<file path="src/hw/rtl/jcbm_pkg.sv">
// Shared types and constants of the journaled copy-on-write block mapper.
// Command, status, journal phase and sequencer state codes; field widths.
// No dependencies.
package jcbm_pkg;

	localparam int IdW = 16;
	localparam int LenW = 8;
	localparam int BlkOutW = 7;
	localparam int TxnW = 32;
	localparam int StatusW = 3;
	localparam int PhaseW = 3;
	localparam int CmdW = 2;
	localparam int MapWordBits = 16;
	localparam int MapBitW = 4;

	typedef enum logic [CmdW-1:0] {
		CMD_CREATE = 2'd0,
		CMD_WRITE = 2'd1,
		CMD_READ = 2'd2,
		CMD_REPAIR = 2'd3
	} cmd_t;

	typedef enum logic [StatusW-1:0] {
		ST_OK = 3'd0,
		ST_NO_BLOCK = 3'd1,
		ST_NOT_FOUND = 3'd2,
		ST_TABLE_FULL = 3'd3,
		ST_NOTHING = 3'd4
	} status_t;

	typedef enum logic [PhaseW-1:0] {
		PH_EMPTY = 3'd0,
		PH_STARTED = 3'd1,
		PH_DATA_WRITTEN = 3'd2,
		PH_METADATA_UPDATED = 3'd3,
		PH_COMMITTED = 3'd4
	} phase_t;

	typedef enum logic [2:0] {
		S_CLEAR,
		S_IDLE,
		S_FIND,
		S_ALLOC,
		S_REL_RD,
		S_REL_WR,
		S_DONE
	} state_t;

	typedef struct packed {
		logic found;
		logic [MapBitW-1:0] pos;
	} free_t;

endpackage

</file>
<file path="src/hw/rtl/jcbm_ifs.sv">
// Valid/ready channel interfaces of the block mapper: command and response.
// Depends on jcbm_pkg for field widths.
interface jcbm_req_if;
	logic valid;
	logic ready;
	logic [jcbm_pkg::CmdW-1:0] command;
	logic [jcbm_pkg::IdW-1:0] file_id;
	logic [jcbm_pkg::LenW-1:0] length;
	logic abort_before_commit;

	modport source(output valid, command, file_id, length, abort_before_commit,
		input ready);
	modport sink(input valid, command, file_id, length, abort_before_commit,
		output ready);
endinterface

interface jcbm_rsp_if;
	logic valid;
	logic ready;
	logic [jcbm_pkg::StatusW-1:0] status;
	logic [jcbm_pkg::BlkOutW-1:0] block_index;
	logic [jcbm_pkg::LenW-1:0] file_length;
	logic [jcbm_pkg::PhaseW-1:0] journal_state;
	logic [jcbm_pkg::TxnW-1:0] transaction_id;

	modport source(output valid, status, block_index, file_length, journal_state,
		transaction_id, input ready);
	modport sink(input valid, status, block_index, file_length, journal_state,
		transaction_id, output ready);
endinterface

</file>
<file path="src/hw/rtl/jcbm_ram.sv">
// Simple dual-port synchronous RAM, one write and one registered read port.
// Used for the file table and the block-in-use map. No dependencies.
module jcbm_ram #(
	parameter int WIDTH = 8,
	parameter int DEPTH = 16,
	localparam int AW = (DEPTH > 1) ? $clog2(DEPTH) : 1
) (
	input logic clk,
	input logic we,
	input logic [AW-1:0] waddr,
	input logic [WIDTH-1:0] wdata,
	input logic re,
	input logic [AW-1:0] raddr,
	output logic [WIDTH-1:0] rdata
);

	logic [WIDTH-1:0] mem [DEPTH];

	always_ff @(posedge clk) begin
		if (we) begin
			mem[waddr] <= wdata;
		end
	end

	always_ff @(posedge clk) begin
		if (re) begin
			rdata <= mem[raddr];
		end
	end

endmodule

</file>
<file path="src/hw/rtl/jcbm_find_free.sv">
// Lowest free bit of one block-map word, restricted to existing blocks.
// Depends on jcbm_pkg (free_t, MapWordBits).
module jcbm_find_free (
	input logic [jcbm_pkg::MapWordBits-1:0] word,
	input logic [jcbm_pkg::MapWordBits-1:0] mask,
	output jcbm_pkg::free_t free
);

	logic [jcbm_pkg::MapWordBits-1:0] avail;

	assign avail = ~word & mask;

	always_comb begin
		free.found = |avail;
		free.pos = '0;
		for (int i = jcbm_pkg::MapWordBits - 1; i >= 0; i--) begin
			if (avail[i]) begin
				free.pos = jcbm_pkg::MapBitW'(i);
			end
		end
	end

endmodule

</file>
<file path="src/hw/rtl/journaled_cow_block_mapper_unit.sv">
// Top level of the journaled copy-on-write block mapper: sequencer, journal,
// file table RAM and block-map RAM. Depends on jcbm_pkg, jcbm_ifs, jcbm_ram,
// jcbm_find_free.
//
// Usage: one command transaction on req yields exactly one response on rsp.
// Channels are valid/ready; a transaction moves when both are high.
// req.ready is high only while the sequencer is idle; one command is worked
// on at a time. The response sits in an output register, so the next command
// is taken while an earlier response still waits on a stalled receiver; the
// sequencer holds its finished result until that register is free.
// Latency, from the accepting edge to rsp.valid, with E table entries compared
// and W 16-bit map words scanned (W <= ceil(NUM_BLOCKS/16), 8 at the defaults):
//   read 3+E, create 3+W, repair 4, safe write 6+E+W with commit, 4+E+W aborted.
//   Table full and nothing to repair take 2; a missed id takes 4 plus the entry
//   count (3 on an empty table); no free block takes one cycle more than a full
//   map scan. The scans of the two one-port-read RAMs, one entry or word per
//   cycle, set these figures; the next command is taken when rsp.valid rises.
// Reset: the block map is zeroed by a pass of ceil(NUM_BLOCKS/16) cycles
// during which req.ready stays low; the file table needs no clearing.
module journaled_cow_block_mapper_unit #(
	parameter int NUM_BLOCKS = 128,
	parameter int MAX_FILES = 64
) (
	input logic clk,
	input logic arst_n,
	jcbm_req_if.sink req,
	jcbm_rsp_if.source rsp
);

	localparam int BW = $clog2(NUM_BLOCKS);
	localparam int NW = (NUM_BLOCKS + jcbm_pkg::MapWordBits - 1) / jcbm_pkg::MapWordBits;
	localparam int WAW = (NW > 1) ? $clog2(NW) : 1;
	localparam int WCW = $clog2(NW + 1);
	localparam int NBFW = WAW + jcbm_pkg::MapBitW;
	localparam int LastBits = NUM_BLOCKS - jcbm_pkg::MapWordBits * (NW - 1);
	localparam logic [jcbm_pkg::MapWordBits-1:0] LastMask =
		jcbm_pkg::MapWordBits'((64'd1 << LastBits) - 64'd1);
	localparam int TAW = (MAX_FILES > 1) ? $clog2(MAX_FILES) : 1;
	localparam int CW = $clog2(MAX_FILES + 1);
	localparam int TW = jcbm_pkg::IdW + BW + jcbm_pkg::LenW;
	localparam int BXW = (BW > jcbm_pkg::BlkOutW) ? BW : jcbm_pkg::BlkOutW;

	jcbm_pkg::state_t state_q, state_d;
	jcbm_pkg::cmd_t cmd_q;
	jcbm_pkg::phase_t jphase_q;
	jcbm_pkg::status_t res_status_q;
	jcbm_pkg::free_t free;

	logic [jcbm_pkg::IdW-1:0] id_q;
	logic [jcbm_pkg::LenW-1:0] len_q;
	logic abort_q;
	logic [CW-1:0] tidx_q;
	logic [WCW-1:0] widx_q;
	logic tpend_s1, mpend_s1;
	logic [TAW-1:0] tidx_s1, slot_q;
	logic [WAW-1:0] widx_s1;
	logic [BW-1:0] old_q, jnew_q, res_blk_q;
	logic [CW-1:0] cnt_q;
	logic [jcbm_pkg::TxnW-1:0] jtxn_q, ntxn_q;
	logic [jcbm_pkg::LenW-1:0] res_len_q;

	logic ovld_q;
	logic [jcbm_pkg::StatusW-1:0] ostatus_q;
	logic [jcbm_pkg::BlkOutW-1:0] oblk_q;
	logic [jcbm_pkg::LenW-1:0] olen_q;
	logic [jcbm_pkg::PhaseW-1:0] ophase_q;
	logic [jcbm_pkg::TxnW-1:0] otxn_q;

	logic accept, load;
	logic tre, twe, mre, mwe;
	logic [TAW-1:0] traddr, twaddr;
	logic [TW-1:0] twdata, trdata;
	logic [WAW-1:0] mraddr, mwaddr;
	logic [jcbm_pkg::MapWordBits-1:0] mwdata, mrdata, vmask;
	logic [jcbm_pkg::IdW-1:0] t_id;
	logic [BW-1:0] t_blk, nb, rel_blk;
	logic [jcbm_pkg::LenW-1:0] t_len;
	logic [NBFW-1:0] nb_full, rel_full;
	logic [WAW-1:0] rel_word;
	logic tmore, thit, tmiss, mmore, mfound, mmiss, commit, repair_ok;
	logic [BXW-1:0] blk_x;

	assign accept = req.valid && req.ready;
	assign load = (state_q == jcbm_pkg::S_DONE) && (!ovld_q || rsp.ready);

	assign t_id = trdata[TW-1 -: jcbm_pkg::IdW];
	assign t_blk = trdata[jcbm_pkg::LenW +: BW];
	assign t_len = trdata[jcbm_pkg::LenW-1:0];

	assign tmore = tidx_q < cnt_q;
	assign thit = (state_q == jcbm_pkg::S_FIND) && tpend_s1 && (t_id == id_q);
	assign tmiss = (state_q == jcbm_pkg::S_FIND) && !tpend_s1 && !tmore;

	assign vmask = (widx_s1 == WAW'(NW - 1)) ? LastMask : '1;
	assign mmore = widx_q < WCW'(NW);
	assign mfound = (state_q == jcbm_pkg::S_ALLOC) && mpend_s1 && free.found;
	assign mmiss = (state_q == jcbm_pkg::S_ALLOC) && !mpend_s1 && !mmore;
	assign nb_full = {widx_s1, free.pos};
	assign nb = nb_full[BW-1:0];
	assign commit = (cmd_q == jcbm_pkg::CMD_WRITE) && !abort_q;

	assign rel_blk = (cmd_q == jcbm_pkg::CMD_REPAIR) ? jnew_q : old_q;
	assign rel_full = NBFW'(rel_blk);
	assign rel_word = rel_full[NBFW-1:jcbm_pkg::MapBitW];
	assign repair_ok = (jphase_q != jcbm_pkg::PH_COMMITTED) && (jphase_q != jcbm_pkg::PH_EMPTY);
	assign blk_x = BXW'(res_blk_q);

	jcbm_find_free u_find_free (
		.word(mrdata),
		.mask(vmask),
		.free(free)
	);

	jcbm_ram #(.WIDTH(TW), .DEPTH(MAX_FILES)) u_table (
		.clk(clk),
		.we(twe),
		.waddr(twaddr),
		.wdata(twdata),
		.re(tre),
		.raddr(traddr),
		.rdata(trdata)
	);

	jcbm_ram #(.WIDTH(jcbm_pkg::MapWordBits), .DEPTH(NW)) u_map (
		.clk(clk),
		.we(mwe),
		.waddr(mwaddr),
		.wdata(mwdata),
		.re(mre),
		.raddr(mraddr),
		.rdata(mrdata)
	);

	always_comb begin
		state_d = state_q;
		case (state_q)
			jcbm_pkg::S_CLEAR: begin
				if (widx_q == WCW'(NW - 1)) state_d = jcbm_pkg::S_IDLE;
			end
			jcbm_pkg::S_IDLE: begin
				if (req.valid) begin
					case (jcbm_pkg::cmd_t'(req.command))
						jcbm_pkg::CMD_CREATE: begin
							state_d = (cnt_q >= CW'(MAX_FILES)) ? jcbm_pkg::S_DONE
								: jcbm_pkg::S_ALLOC;
						end
						jcbm_pkg::CMD_WRITE, jcbm_pkg::CMD_READ: begin
							state_d = jcbm_pkg::S_FIND;
						end
						default: begin
							state_d = repair_ok ? jcbm_pkg::S_REL_RD : jcbm_pkg::S_DONE;
						end
					endcase
				end
			end
			jcbm_pkg::S_FIND: begin
				if (thit) begin
					state_d = (cmd_q == jcbm_pkg::CMD_READ) ? jcbm_pkg::S_DONE
						: jcbm_pkg::S_ALLOC;
				end else if (tmiss) begin
					state_d = jcbm_pkg::S_DONE;
				end
			end
			jcbm_pkg::S_ALLOC: begin
				if (mfound) begin
					state_d = commit ? jcbm_pkg::S_REL_RD : jcbm_pkg::S_DONE;
				end else if (mmiss) begin
					state_d = jcbm_pkg::S_DONE;
				end
			end
			jcbm_pkg::S_REL_RD: state_d = jcbm_pkg::S_REL_WR;
			jcbm_pkg::S_REL_WR: state_d = jcbm_pkg::S_DONE;
			jcbm_pkg::S_DONE: begin
				if (load) state_d = jcbm_pkg::S_IDLE;
			end
			default: state_d = jcbm_pkg::S_CLEAR;
		endcase
	end

	always_comb begin
		req.ready = 1'b0;
		tre = 1'b0;
		twe = 1'b0;
		mre = 1'b0;
		mwe = 1'b0;
		traddr = tidx_q[TAW-1:0];
		twaddr = slot_q;
		twdata = {id_q, nb, len_q};
		mraddr = rel_word;
		mwaddr = rel_word;
		mwdata = mrdata & ~(jcbm_pkg::MapWordBits'(1) << rel_full[jcbm_pkg::MapBitW-1:0]);
		case (state_q)
			jcbm_pkg::S_CLEAR: begin
				mwe = 1'b1;
				mwaddr = widx_q[WAW-1:0];
				mwdata = '0;
			end
			jcbm_pkg::S_IDLE: req.ready = 1'b1;
			jcbm_pkg::S_FIND: tre = tmore && !thit;
			jcbm_pkg::S_ALLOC: begin
				mre = mmore && !mfound;
				mraddr = widx_q[WAW-1:0];
				mwe = mfound;
				mwaddr = widx_s1;
				mwdata = mrdata | (jcbm_pkg::MapWordBits'(1) << free.pos);
				twe = mfound && (commit || (cmd_q == jcbm_pkg::CMD_CREATE));
				twaddr = (cmd_q == jcbm_pkg::CMD_CREATE) ? cnt_q[TAW-1:0] : slot_q;
			end
			jcbm_pkg::S_REL_RD: mre = 1'b1;
			jcbm_pkg::S_REL_WR: mwe = 1'b1;
			default: ;
		endcase
	end

	always_ff @(posedge clk or negedge arst_n) begin
		if (!arst_n) begin
			state_q <= jcbm_pkg::S_CLEAR;
			widx_q <= '0;
			tidx_q <= '0;
			tpend_s1 <= 1'b0;
			mpend_s1 <= 1'b0;
			cnt_q <= '0;
			jtxn_q <= '0;
			jnew_q <= '0;
			jphase_q <= jcbm_pkg::PH_EMPTY;
			ntxn_q <= jcbm_pkg::TxnW'(1);
			ovld_q <= 1'b0;
		end else begin
			state_q <= state_d;
			tpend_s1 <= tre;
			mpend_s1 <= mre && (state_q == jcbm_pkg::S_ALLOC);
			if (state_q == jcbm_pkg::S_CLEAR) begin
				widx_q <= widx_q + WCW'(1);
			end else if (state_q == jcbm_pkg::S_IDLE) begin
				widx_q <= '0;
			end else if (state_q == jcbm_pkg::S_ALLOC && mre) begin
				widx_q <= widx_q + WCW'(1);
			end
			if (state_q == jcbm_pkg::S_IDLE) begin
				tidx_q <= '0;
			end else if (tre) begin
				tidx_q <= tidx_q + CW'(1);
			end
			if (mfound) begin
				if (cmd_q == jcbm_pkg::CMD_CREATE) begin
					cnt_q <= cnt_q + CW'(1);
				end else begin
					jtxn_q <= ntxn_q;
					ntxn_q <= ntxn_q + jcbm_pkg::TxnW'(1);
					jnew_q <= nb;
					jphase_q <= abort_q ? jcbm_pkg::PH_DATA_WRITTEN : jcbm_pkg::PH_COMMITTED;
				end
			end
			if (state_q == jcbm_pkg::S_REL_WR && cmd_q == jcbm_pkg::CMD_REPAIR) begin
				jphase_q <= jcbm_pkg::PH_EMPTY;
			end
			if (load) begin
				ovld_q <= 1'b1;
			end else if (rsp.ready) begin
				ovld_q <= 1'b0;
			end
		end
	end

	always_ff @(posedge clk) begin
		tidx_s1 <= tidx_q[TAW-1:0];
		widx_s1 <= widx_q[WAW-1:0];
		if (accept) begin
			cmd_q <= jcbm_pkg::cmd_t'(req.command);
			id_q <= req.file_id;
			len_q <= req.length;
			abort_q <= req.abort_before_commit;
			res_status_q <= jcbm_pkg::ST_OK;
			res_blk_q <= '0;
			res_len_q <= '0;
			case (jcbm_pkg::cmd_t'(req.command))
				jcbm_pkg::CMD_CREATE: begin
					if (cnt_q >= CW'(MAX_FILES)) res_status_q <= jcbm_pkg::ST_TABLE_FULL;
				end
				jcbm_pkg::CMD_REPAIR: begin
					if (repair_ok) begin
						res_blk_q <= jnew_q;
					end else begin
						res_status_q <= jcbm_pkg::ST_NOTHING;
					end
				end
				default: ;
			endcase
		end
		if (thit) begin
			slot_q <= tidx_s1;
			old_q <= t_blk;
			if (cmd_q == jcbm_pkg::CMD_READ) begin
				res_blk_q <= t_blk;
				res_len_q <= t_len;
			end
		end
		if (tmiss) res_status_q <= jcbm_pkg::ST_NOT_FOUND;
		if (mfound) res_blk_q <= nb;
		if (mmiss) res_status_q <= jcbm_pkg::ST_NO_BLOCK;
		if (load) begin
			ostatus_q <= res_status_q;
			oblk_q <= blk_x[jcbm_pkg::BlkOutW-1:0];
			olen_q <= res_len_q;
			ophase_q <= jphase_q;
			otxn_q <= jtxn_q;
		end
	end

	assign rsp.valid = ovld_q;
	assign rsp.status = ostatus_q;
	assign rsp.block_index = oblk_q;
	assign rsp.file_length = olen_q;
	assign rsp.journal_state = ophase_q;
	assign rsp.transaction_id = otxn_q;

`ifndef SYNTH
	a_cnt_bound: assert property (@(posedge clk) disable iff (!arst_n)
		cnt_q <= CW'(MAX_FILES))
		else $error("file table count beyond capacity");

	a_phase_set: assert property (@(posedge clk) disable iff (!arst_n)
		jphase_q == jcbm_pkg::PH_EMPTY || jphase_q == jcbm_pkg::PH_DATA_WRITTEN ||
		jphase_q == jcbm_pkg::PH_COMMITTED)
		else $error("journal in a phase that is never recorded");

	a_txn_step: assert property (@(posedge clk) disable iff (!arst_n)
		(ntxn_q != $past(ntxn_q)) |-> (jtxn_q == $past(ntxn_q)))
		else $error("transaction counter advanced without a journal record");

	a_rsp_src: assert property (@(posedge clk) disable iff (!arst_n)
		$rose(ovld_q) |-> ($past(state_q) == jcbm_pkg::S_DONE))
		else $error("response raised outside the finishing state");
`endif

endmodule

</file>
<file path="src/flat_wrapper.sv">
// flat-port wrapper written by rule: the top's interface ports become plain ports
module journaled_cow_block_mapper_unit_flat 
#(
	parameter int NUM_BLOCKS = 128,
	parameter int MAX_FILES = 64
)
  (clk, arst_n, req_valid, req_command, req_file_id, req_length, req_abort_before_commit, req_ready, rsp_valid, rsp_status, rsp_block_index, rsp_file_length, rsp_journal_state, rsp_transaction_id, rsp_ready);
  jcbm_req_if req_i ();
  jcbm_rsp_if rsp_i ();
  input logic clk;
  input logic arst_n;
  input wire logic [$bits(req_i.valid)-1:0] req_valid;
  input wire logic [$bits(req_i.command)-1:0] req_command;
  input wire logic [$bits(req_i.file_id)-1:0] req_file_id;
  input wire logic [$bits(req_i.length)-1:0] req_length;
  input wire logic [$bits(req_i.abort_before_commit)-1:0] req_abort_before_commit;
  output wire logic [$bits(req_i.ready)-1:0] req_ready;
  output wire logic [$bits(rsp_i.valid)-1:0] rsp_valid;
  output wire logic [$bits(rsp_i.status)-1:0] rsp_status;
  output wire logic [$bits(rsp_i.block_index)-1:0] rsp_block_index;
  output wire logic [$bits(rsp_i.file_length)-1:0] rsp_file_length;
  output wire logic [$bits(rsp_i.journal_state)-1:0] rsp_journal_state;
  output wire logic [$bits(rsp_i.transaction_id)-1:0] rsp_transaction_id;
  input wire logic [$bits(rsp_i.ready)-1:0] rsp_ready;
  assign req_i.valid = req_valid;
  assign req_i.command = req_command;
  assign req_i.file_id = req_file_id;
  assign req_i.length = req_length;
  assign req_i.abort_before_commit = req_abort_before_commit;
  assign req_ready = req_i.ready;
  assign rsp_valid = rsp_i.valid;
  assign rsp_status = rsp_i.status;
  assign rsp_block_index = rsp_i.block_index;
  assign rsp_file_length = rsp_i.file_length;
  assign rsp_journal_state = rsp_i.journal_state;
  assign rsp_transaction_id = rsp_i.transaction_id;
  assign rsp_i.ready = rsp_ready;
  journaled_cow_block_mapper_unit #(.NUM_BLOCKS(NUM_BLOCKS), .MAX_FILES(MAX_FILES)) u_core (.clk(clk), .arst_n(arst_n), .req(req_i), .rsp(rsp_i));
endmodule
</file>
<file path="config.mk">
export PLATFORM = sky130hd
export DESIGN_NAME = journaled_cow_block_mapper_unit_flat
export DESIGN_NICKNAME = d
export VERILOG_FILES = /design/src/hw/rtl/jcbm_pkg.sv /design/src/hw/rtl/jcbm_ifs.sv /design/src/hw/rtl/jcbm_ram.sv /design/src/hw/rtl/jcbm_find_free.sv /design/src/hw/rtl/journaled_cow_block_mapper_unit.sv /design/src/flat_wrapper.sv
export SDC_FILE = /design/constraint.sdc
export NUM_CORES = 2
export LEC_CHECK = 0
export ABC_CLOCK_PERIOD_IN_PS = 11300
export BUFFER_PORTS_ARGS = -buffer_cell sky130_fd_sc_hd__buf_2
export CAP_MARGIN = 10
export CORE_MARGIN = 4
export CORE_UTILIZATION = 40
export CTS_CLUSTER_SIZE = 20
export DETAILED_ROUTE_END_ITERATION = 12
export SLEW_MARGIN = 20
export SYNTH_ARGS = -nofsm -noshare
export SYNTH_HDL_FRONTEND = slang
export SYNTH_SLANG_ARGS = --single-unit
</file>
<file path="constraint.sdc">
create_clock -name clk -period 11.3 [get_ports clk]
set_input_delay 1.695 -clock clk [delete_from_list [all_inputs] [get_ports clk]]
set_output_delay 1.695 -clock clk [all_outputs]
set_load 0.02 [all_outputs]
</file>
# Word-level counts from Yosys, hierarchy flattened
# Memory sizes are Yosys's and may differ from the RTL's. A register that Yosys moved wholly into a read port is not among the register bits.
# Cells that the tools add are included.
# Widths: inputs -> output; s select.
# op_classes
addsub,4
order_cmp,3
eq_ne,21
shift,2
n_mux,69
bitwise,5
n_reduce_logical,44
# ops
operator,count
$mux 4,19
$mux 7,9
$mux 3,15
$add 32x1->32 const B,1
$not 16->16,2
$pmux 16 s2,1
$shl 1x4->16 const A,2
$mux 8,3
$pmux 3 s7,1
$pmux 3 s2,3
$logic_and 1x1->1,17
$and 16x16->16,1
$eq 16x16->1,1
$or 16x16->16,1
$reduce_or 16->1,1
$add 7x1->7 const B,2
$mux 6,2
$mux 2,5
$eq 3x3->1 const B,3
$mux 1,9
$eq 2x2->1 const B,4
$logic_not 1->1,8
$reduce_bool 2->1,4
$ge 7x7->1 const B,1
other kinds (20),33
# totals
regBits,218
mem_bits_rw,2112
output_inout_bits,55
word_cells,178
memories,2
# mem_list
memory,depth,width,rd,rd_ports_with_merged_regs,wr,line_no,rtl
u_core.u_table.mem,64,31,1,1,1,jcbm_ram.sv:17,logic [WIDTH-1:0] mem [DEPTH];
u_core.u_map.mem,8,16,1,1,1,jcbm_ram.sv:17,

# Logic depth before layout (Yosys ltp)
# depth
depth_word,20
ltp_mapped,10

# Modules after synthesis
# Synthesis repeated with hierarchy kept, for this count alone.
# hier_totals
hier_cells,4493
hier_area_um2,91352.6
# modules_own_cells
mod,n_inst,cells_each,area_per_inst_um2,seq_area_each_um2
jcbm_ram at u_core.u_table,1,3418,76616.0,60508.0
journaled_cow_block_mapper_unit,1,813,8994.9,5731.7
jcbm_ram at u_core.u_map,1,214,5454.0,4324.1
jcbm_find_free,1,48,287.8,0.0

# Worst setup path after synthesis
# No wires, ideal clock.
# synth_path
path_type,register to register
from,"reg u_core.u_map.rdata[5], read port of u_core.u_map.mem"
to,mem u_core.u_map.mem[0][13] (netlist bit) (data pin)
setup_ps,269
arrival_time_ps,4621
required_ps,11031
slack_ps,6409
path_stages_with_launch,7
cell_sequence,edfxtp_1 > nor2b_1 > o21ai_0 > o311ai_1 > a21boi_0 > nand3_1 > o21ai_0
# synth_rtl
item,line_no,rtl
"start, declared",jcbm_ram.sv:14,output logic [WIDTH-1:0] rdata
"end, declared",jcbm_ram.sv:17,

# Worst setup path in the final report
# layout_path
from,reg u_core.state_q[0]
to,mem u_core.u_table.mem[48][30] (netlist bit) (enable)
# layout_between
elab_chain_cells,7
# layout_rtl
item,line_no,rtl
"start, declared",journaled_cow_block_mapper_unit.sv:43,"jcbm_pkg::state_t state_q, state_d;"
"start signal, assigned",journaled_cow_block_mapper_unit.sv:217,state_q <= jcbm_pkg::S_CLEAR;
"start signal, assigned",journaled_cow_block_mapper_unit.sv:229,state_q <= state_d;
$eq 3x2->1 *,"journaled_cow_block_mapper_unit.sv:96, journaled_cow_block_mapper_unit.sv:192",
$logic_and 1x1->1 (2 in a row),journaled_cow_block_mapper_unit.sv:96,assign mfound = (state_q == jcbm_pkg::S_ALLOC) && mpend_s1 && free.found;
$logic_and 1x1->1,journaled_cow_block_mapper_unit.sv:206,twe = mfound && (commit || (cmd_q == jcbm_pkg::CMD_CREATE));
$mux 1,journaled_cow_block_mapper_unit.sv:192,case (state_q)
$mux 1,jcbm_ram.sv:20,if (we) begin
$mux 1 (implied by the code),jcbm_ram.sv:21,mem[waddr] <= wdata;
"end, declared",jcbm_ram.sv:17,
# Every way passes the cells marked *; elsewhere a longest branch is shown, timed or not.

==> run_summary.xml <==
<?xml version="1.0" encoding="UTF-8"?>
<metrics>
  <group name="synth">
    <metric name="synth_top_cell_area_share" unit="%">74.8</metric>
    <metric name="synthFlopType" unit="">sky130_fd_sc_hd__edfxtp_1</metric>
    <metric name="synth_area" unit="mm2">0.0904</metric>
    <metric name="synth_enable_flop_cells" unit="">2251</metric>
    <metric name="post_synthesis_instance_total" unit="">4388</metric>
    <metric name="post_synth.cell_area_avg" unit="um2">20.6</metric>
    <metric name="synth_async_sr_flop_share" unit="%">4.08</metric>
    <metric name="synth.area.top_cells" unit="">sky130_fd_sc_hd__edfxtp_1, sky130_fd_sc_hd__mux4_2, sky130_fd_sc_hd__dfrtp_1</metric>
    <metric name="ys_seq_area_share" unit="%">78.0</metric>
    <metric name="yosys-top-cells-count" unit="">sky130_fd_sc_hd__edfxtp_1, sky130_fd_sc_hd__mux4_2, sky130_fd_sc_hd__nand2_1</metric>
    <metric name="synth_top_cell_by_area" unit="">sky130_fd_sc_hd__edfxtp_1</metric>
    <metric name="synth.distinct_cells" unit="">72</metric>
    <metric name="synth.most_common_cell" unit="">sky130_fd_sc_hd__edfxtp_1</metric>
    <metric name="postSynthNetCount" unit="">4432</metric>
    <metric name="ys_ff_latch" unit="">2375</metric>
    <metric name="yosysWarnings" unit="">0</metric>
  </group>
  <group name="sta">
    <metric name="finClkSkew" unit="ns">0.0539</metric>
    <metric name="setup_viols_final" unit="">0</metric>
    <metric name="post_route_setup_tns" unit="ns">0</metric>
    <metric name="worst-slew-pin-transition" unit="ns">1.20</metric>
    <metric name="min_period_over_period" unit="%">51.8</metric>
    <metric name="rsz0062_at_grt" unit="">no</metric>
    <metric name="final.min_clock_period" unit="ns">5.85</metric>
    <metric name="report.final.slew_viol_count" unit="">0</metric>
    <metric name="finalHoldViolCount" unit="">0</metric>
    <metric name="maxClockFrequency" unit="MHz">171</metric>
    <metric name="slew_headroom" unit="%">19.7</metric>
  </group>
  <group name="clock_tree">
    <metric name="htree_num_levels" unit="">4</metric>
    <metric name="clockBufferDepth" unit="">3</metric>
    <metric name="cts_root_buf" unit="">sky130_fd_sc_hd__clkbuf_16</metric>
    <metric name="num_cts_buffers" unit="">226</metric>
    <metric name="cts_setup_buffers" unit="">0</metric>
    <metric name="insertion_delay" unit="ns">0.85</metric>
    <metric name="cts_tree" unit="">yes</metric>
    <metric name="cts.hold.buffers_added" unit="">0</metric>
    <metric name="post_cts_resized" unit="">0</metric>
    <metric name="clkTransAtPathRegs" unit="ns">0.06</metric>
    <metric name="clkSinkCount" unit="">2375</metric>
  </group>
  <group name="route">
    <metric name="wire_per_inst" unit="um">28.5</metric>
    <metric name="drc" unit="">0</metric>
    <metric name="via_count_of_the_routed_design" unit="">44500</metric>
    <metric name="initialDrtViolationCount" unit="">4756</metric>
    <metric name="detail_route.first_pass.iterations" unit="">5</metric>
    <metric name="postRouteAntennaNets" unit="">0</metric>
    <metric name="avgViaCountPerCell" unit="">5.69</metric>
    <metric name="wl" unit="um">223000</metric>
  </group>
  <group name="power_and_ir_drop">
    <metric name="cellPowerDensity" unit="mW/mm2">215</metric>
    <metric name="switching_share" unit="%">27.0</metric>
    <metric name="power.net_switching" unit="W">0.00603</metric>
    <metric name="total_internal_power" unit="W">0.0163</metric>
    <metric name="static_power_due_to_leakage" unit="nW">32.8</metric>
    <metric name="combinationalPowerShare" unit="%">19.2</metric>
    <metric name="clock_power_share" unit="%">34.3</metric>
    <metric name="ir_drop" unit="uV">139</metric>
    <metric name="reg_power_share" unit="%">46.5</metric>
  </group>
  <group name="worst_setup_path">
    <metric name="path_cells" unit="">and3b_1 &gt; nand2_1 &gt; mux2_2 &gt; nor2_1 &gt; nand2_1 &gt; nor2_4</metric>
    <metric name="slowest_cell_on_the_critical_path" unit="">sky130_fd_sc_hd__nor2_4</metric>
    <metric name="slowest_delay" unit="ns">1.17</metric>
    <metric name="setup.worst_path.class" unit="">flop to flop</metric>
    <metric name="worst_ep_arrival_time" unit="ns">6.26</metric>
    <metric name="setup.worst_path.start_class" unit="">flop</metric>
    <metric name="timing.critical_path.fanout_max" unit="">31</metric>
    <metric name="timing.critical_path.required" unit="ns">11.71</metric>
    <metric name="timing.critical_path.mode_cell" unit="">sky130_fd_sc_hd__nand2_1</metric>
    <metric name="cp-end-kind" unit="">flop</metric>
  </group>
  <group name="floorplan">
    <metric name="design.die.area" unit="mm2">0.234</metric>
    <metric name="core-area" unit="mm2">0.225</metric>
    <metric name="start_util" unit="%">40.2</metric>
    <metric name="rows" unit="">174</metric>
    <metric name="die_y" unit="um">483</metric>
    <metric name="dieWidth" unit="um">483</metric>
    <metric name="ios" unit="">86</metric>
  </group>
  <group name="place">
    <metric name="gp_congestion" unit="">0.872</metric>
    <metric name="portBuffers" unit="">84</metric>
    <metric name="hpwl" unit="um">126000</metric>
    <metric name="detailed_place.area" unit="mm2">0.0956</metric>
  </group>
  <group name="finish">
    <metric name="postLayoutCoreUtil" unit="%">46.0</metric>
    <metric name="fraction_of_final_layout_cells_sized_beyond_drive_strength_1" unit="%">24.6</metric>
    <metric name="fillers" unit="">18600</metric>
    <metric name="non_filler_cell_area_final" unit="mm2">0.104</metric>
    <metric name="syn_to_final_growth" unit="%">14.5</metric>
    <metric name="final_nets" unit="">4683</metric>
  </group>
  <group name="global_route">
    <metric name="antenna_found_initial" unit="">5</metric>
    <metric name="grtUsageTotal" unit="%">18.8</metric>
    <metric name="grt_start_max_net_pins" unit="">109</metric>
    <metric name="grt_pass1_vias" unit="">44800</metric>
    <metric name="gr-total-overflow" unit="">0</metric>
    <metric name="wire_length_of_the_first_global_routing_pass" unit="um">323000</metric>
  </group>
  <group name="status">
    <metric name="outcome" unit="">finished clean</metric>
  </group>
  <group name="worst_hold_path">
    <metric name="hold_class" unit="">flop to flop</metric>
  </group>
  <group name="flow_run">
    <metric name="maxCapViolations" unit="">0</metric>
  </group>
</metrics>
[power groups by stage]
stage          Sequential [W]  Clock (W)  Combinational [W]
6_report               0.0104    0.00764            0.00428
3_3_place_gp           0.0106          0            0.00430
5_1_grt                0.0104    0.00816            0.00457
3_5_place_dp           0.0106          0            0.00434
2_1_floorplan          0.0106          0            0.00268
4_1_cts                0.0104    0.00778            0.00435
[cell type report]
cell class	count	area, um2	share of cell area (%)
clock inverters	127	1350	1.30
diodes	3	7.51	0.00725
clock buffers	297	6170	5.96
well taps	2992	3740	3.62
flip-flops and latches	2375	70600	68.2
inverters	21	80.1	0.0773
repair buffers	257	2170	2.09
multi-input cells	1758	19500	18.8
[sequential cells by signal, summed over array words and instances (netlist names), 8 cells and up]
register                   flops
u_core.rsp.transaction_id     32
u_core.len_q                   8
u_core.u_map.mem             128
u_core.rsp.file_length         8
u_core.ntxn_q                 32
u_core.u_table.rdata          31
u_core.res_len_q               8
u_core.id_q                   16
u_core.u_map.rdata            16
u_core.jtxn_q                 32
u_core.u_table.mem          1984
[path summary, 6_finish.rpt]
kind | startpoint | to | slack (ns) | cells past startpoint
worst max-delay path | u_core.state_q[0] | u_core.u_table.mem[48][30] | 5.45 | 6
worst min-delay path | u_core.tidx_s1[2] | u_core.slot_q[2] | 0.41 | 0
worst max register to register | u_core.state_q[0] | u_core.u_table.mem[48][30] | 5.45 | 6
worst min register to register | u_core.tidx_s1[2] | u_core.slot_q[2] | 0.41 | 0
max in group asynchronous | arst_n | u_core.tidx_q[0] | 9.22 | 2
min in group asynchronous | arst_n | u_core.jtxn_q[29] | 0.94 | 1
[metal layers]
layer	share of wire, %	track usage (%)
met5	0	0
met4	3.1	5.95
met3	7.4	4.14
met2	49	30.4
met1	41	25.7
[per-stage QoR]
| step | std cells | worst slack, ns | power, W | hold slack (ns) |
|---|---|---|---|---|
| final | 7830 | 5.45 | 0.0223 | 0.409 |
| after global routing | 7828 | 5.33 | 0.0231 | 0.419 |
| after CTS | 7811 | 5.63 | 0.0225 | 0.407 |
| after detailed placement | 7387 | 5.73 | 0.0149 | 0.397 |
| after global placement | 7379 | 5.78 | 0.0149 | 0.387 |
| after floorplan | 4388 | 6.41 | 0.0133 | 0.345 |
[kinds of logic after synthesis]
| kind of cell | Yosys count | share of synthesized area (%) |
|---|---|---|
| fa+ha+maj | 13 | 0.180 |
| compound gates | 486 | 4.06 |
| flops | 2375 | 78.0 |
| xor+xnor | 54 | 0.523 |
| simple gates | 671 | 3.27 |
| buf+inv | 255 | 1.16 |
| mux | 533 | 12.8 |
| other cells | 1 | 0.00415 |
[cells in the final DEF (no fill, tap or decap), types with 33 or more instances in the layout]
master                      Yosys  routed
sky130_fd_sc_hd__edfxtp_1    2251    2251
sky130_fd_sc_hd__mux4_2       496     496
sky130_fd_sc_hd__nand2_1      375     375
sky130_fd_sc_hd__clkbuf_16      0     231
sky130_fd_sc_hd__a22oi_1      155     155
sky130_fd_sc_hd__buf_4          1     145
sky130_fd_sc_hd__dfrtp_1       96      94
sky130_fd_sc_hd__buf_2         60      84
sky130_fd_sc_hd__nor2_4         0      68
sky130_fd_sc_hd__nand3_1       65      65
sky130_fd_sc_hd__a22o_1        62      62
sky130_fd_sc_hd__a221oi_1      64      61
sky130_fd_sc_hd__o21ai_0       60      59
sky130_fd_sc_hd__clkbuf_1     139      52
sky130_fd_sc_hd__clkinv_1       0      45
sky130_fd_sc_hd__nor2_1       113      44
sky130_fd_sc_hd__clkinv_2       0      41
sky130_fd_sc_hd__o221ai_1      33      33
[critical path, delay by kind of cell (launching register included)]
family / cells / cell delay (ns)
mux: 1 / 0.54
flops: 1 / 0.81
simple gates: 5 / 4.01
Power figures use the tool's default switching activity.
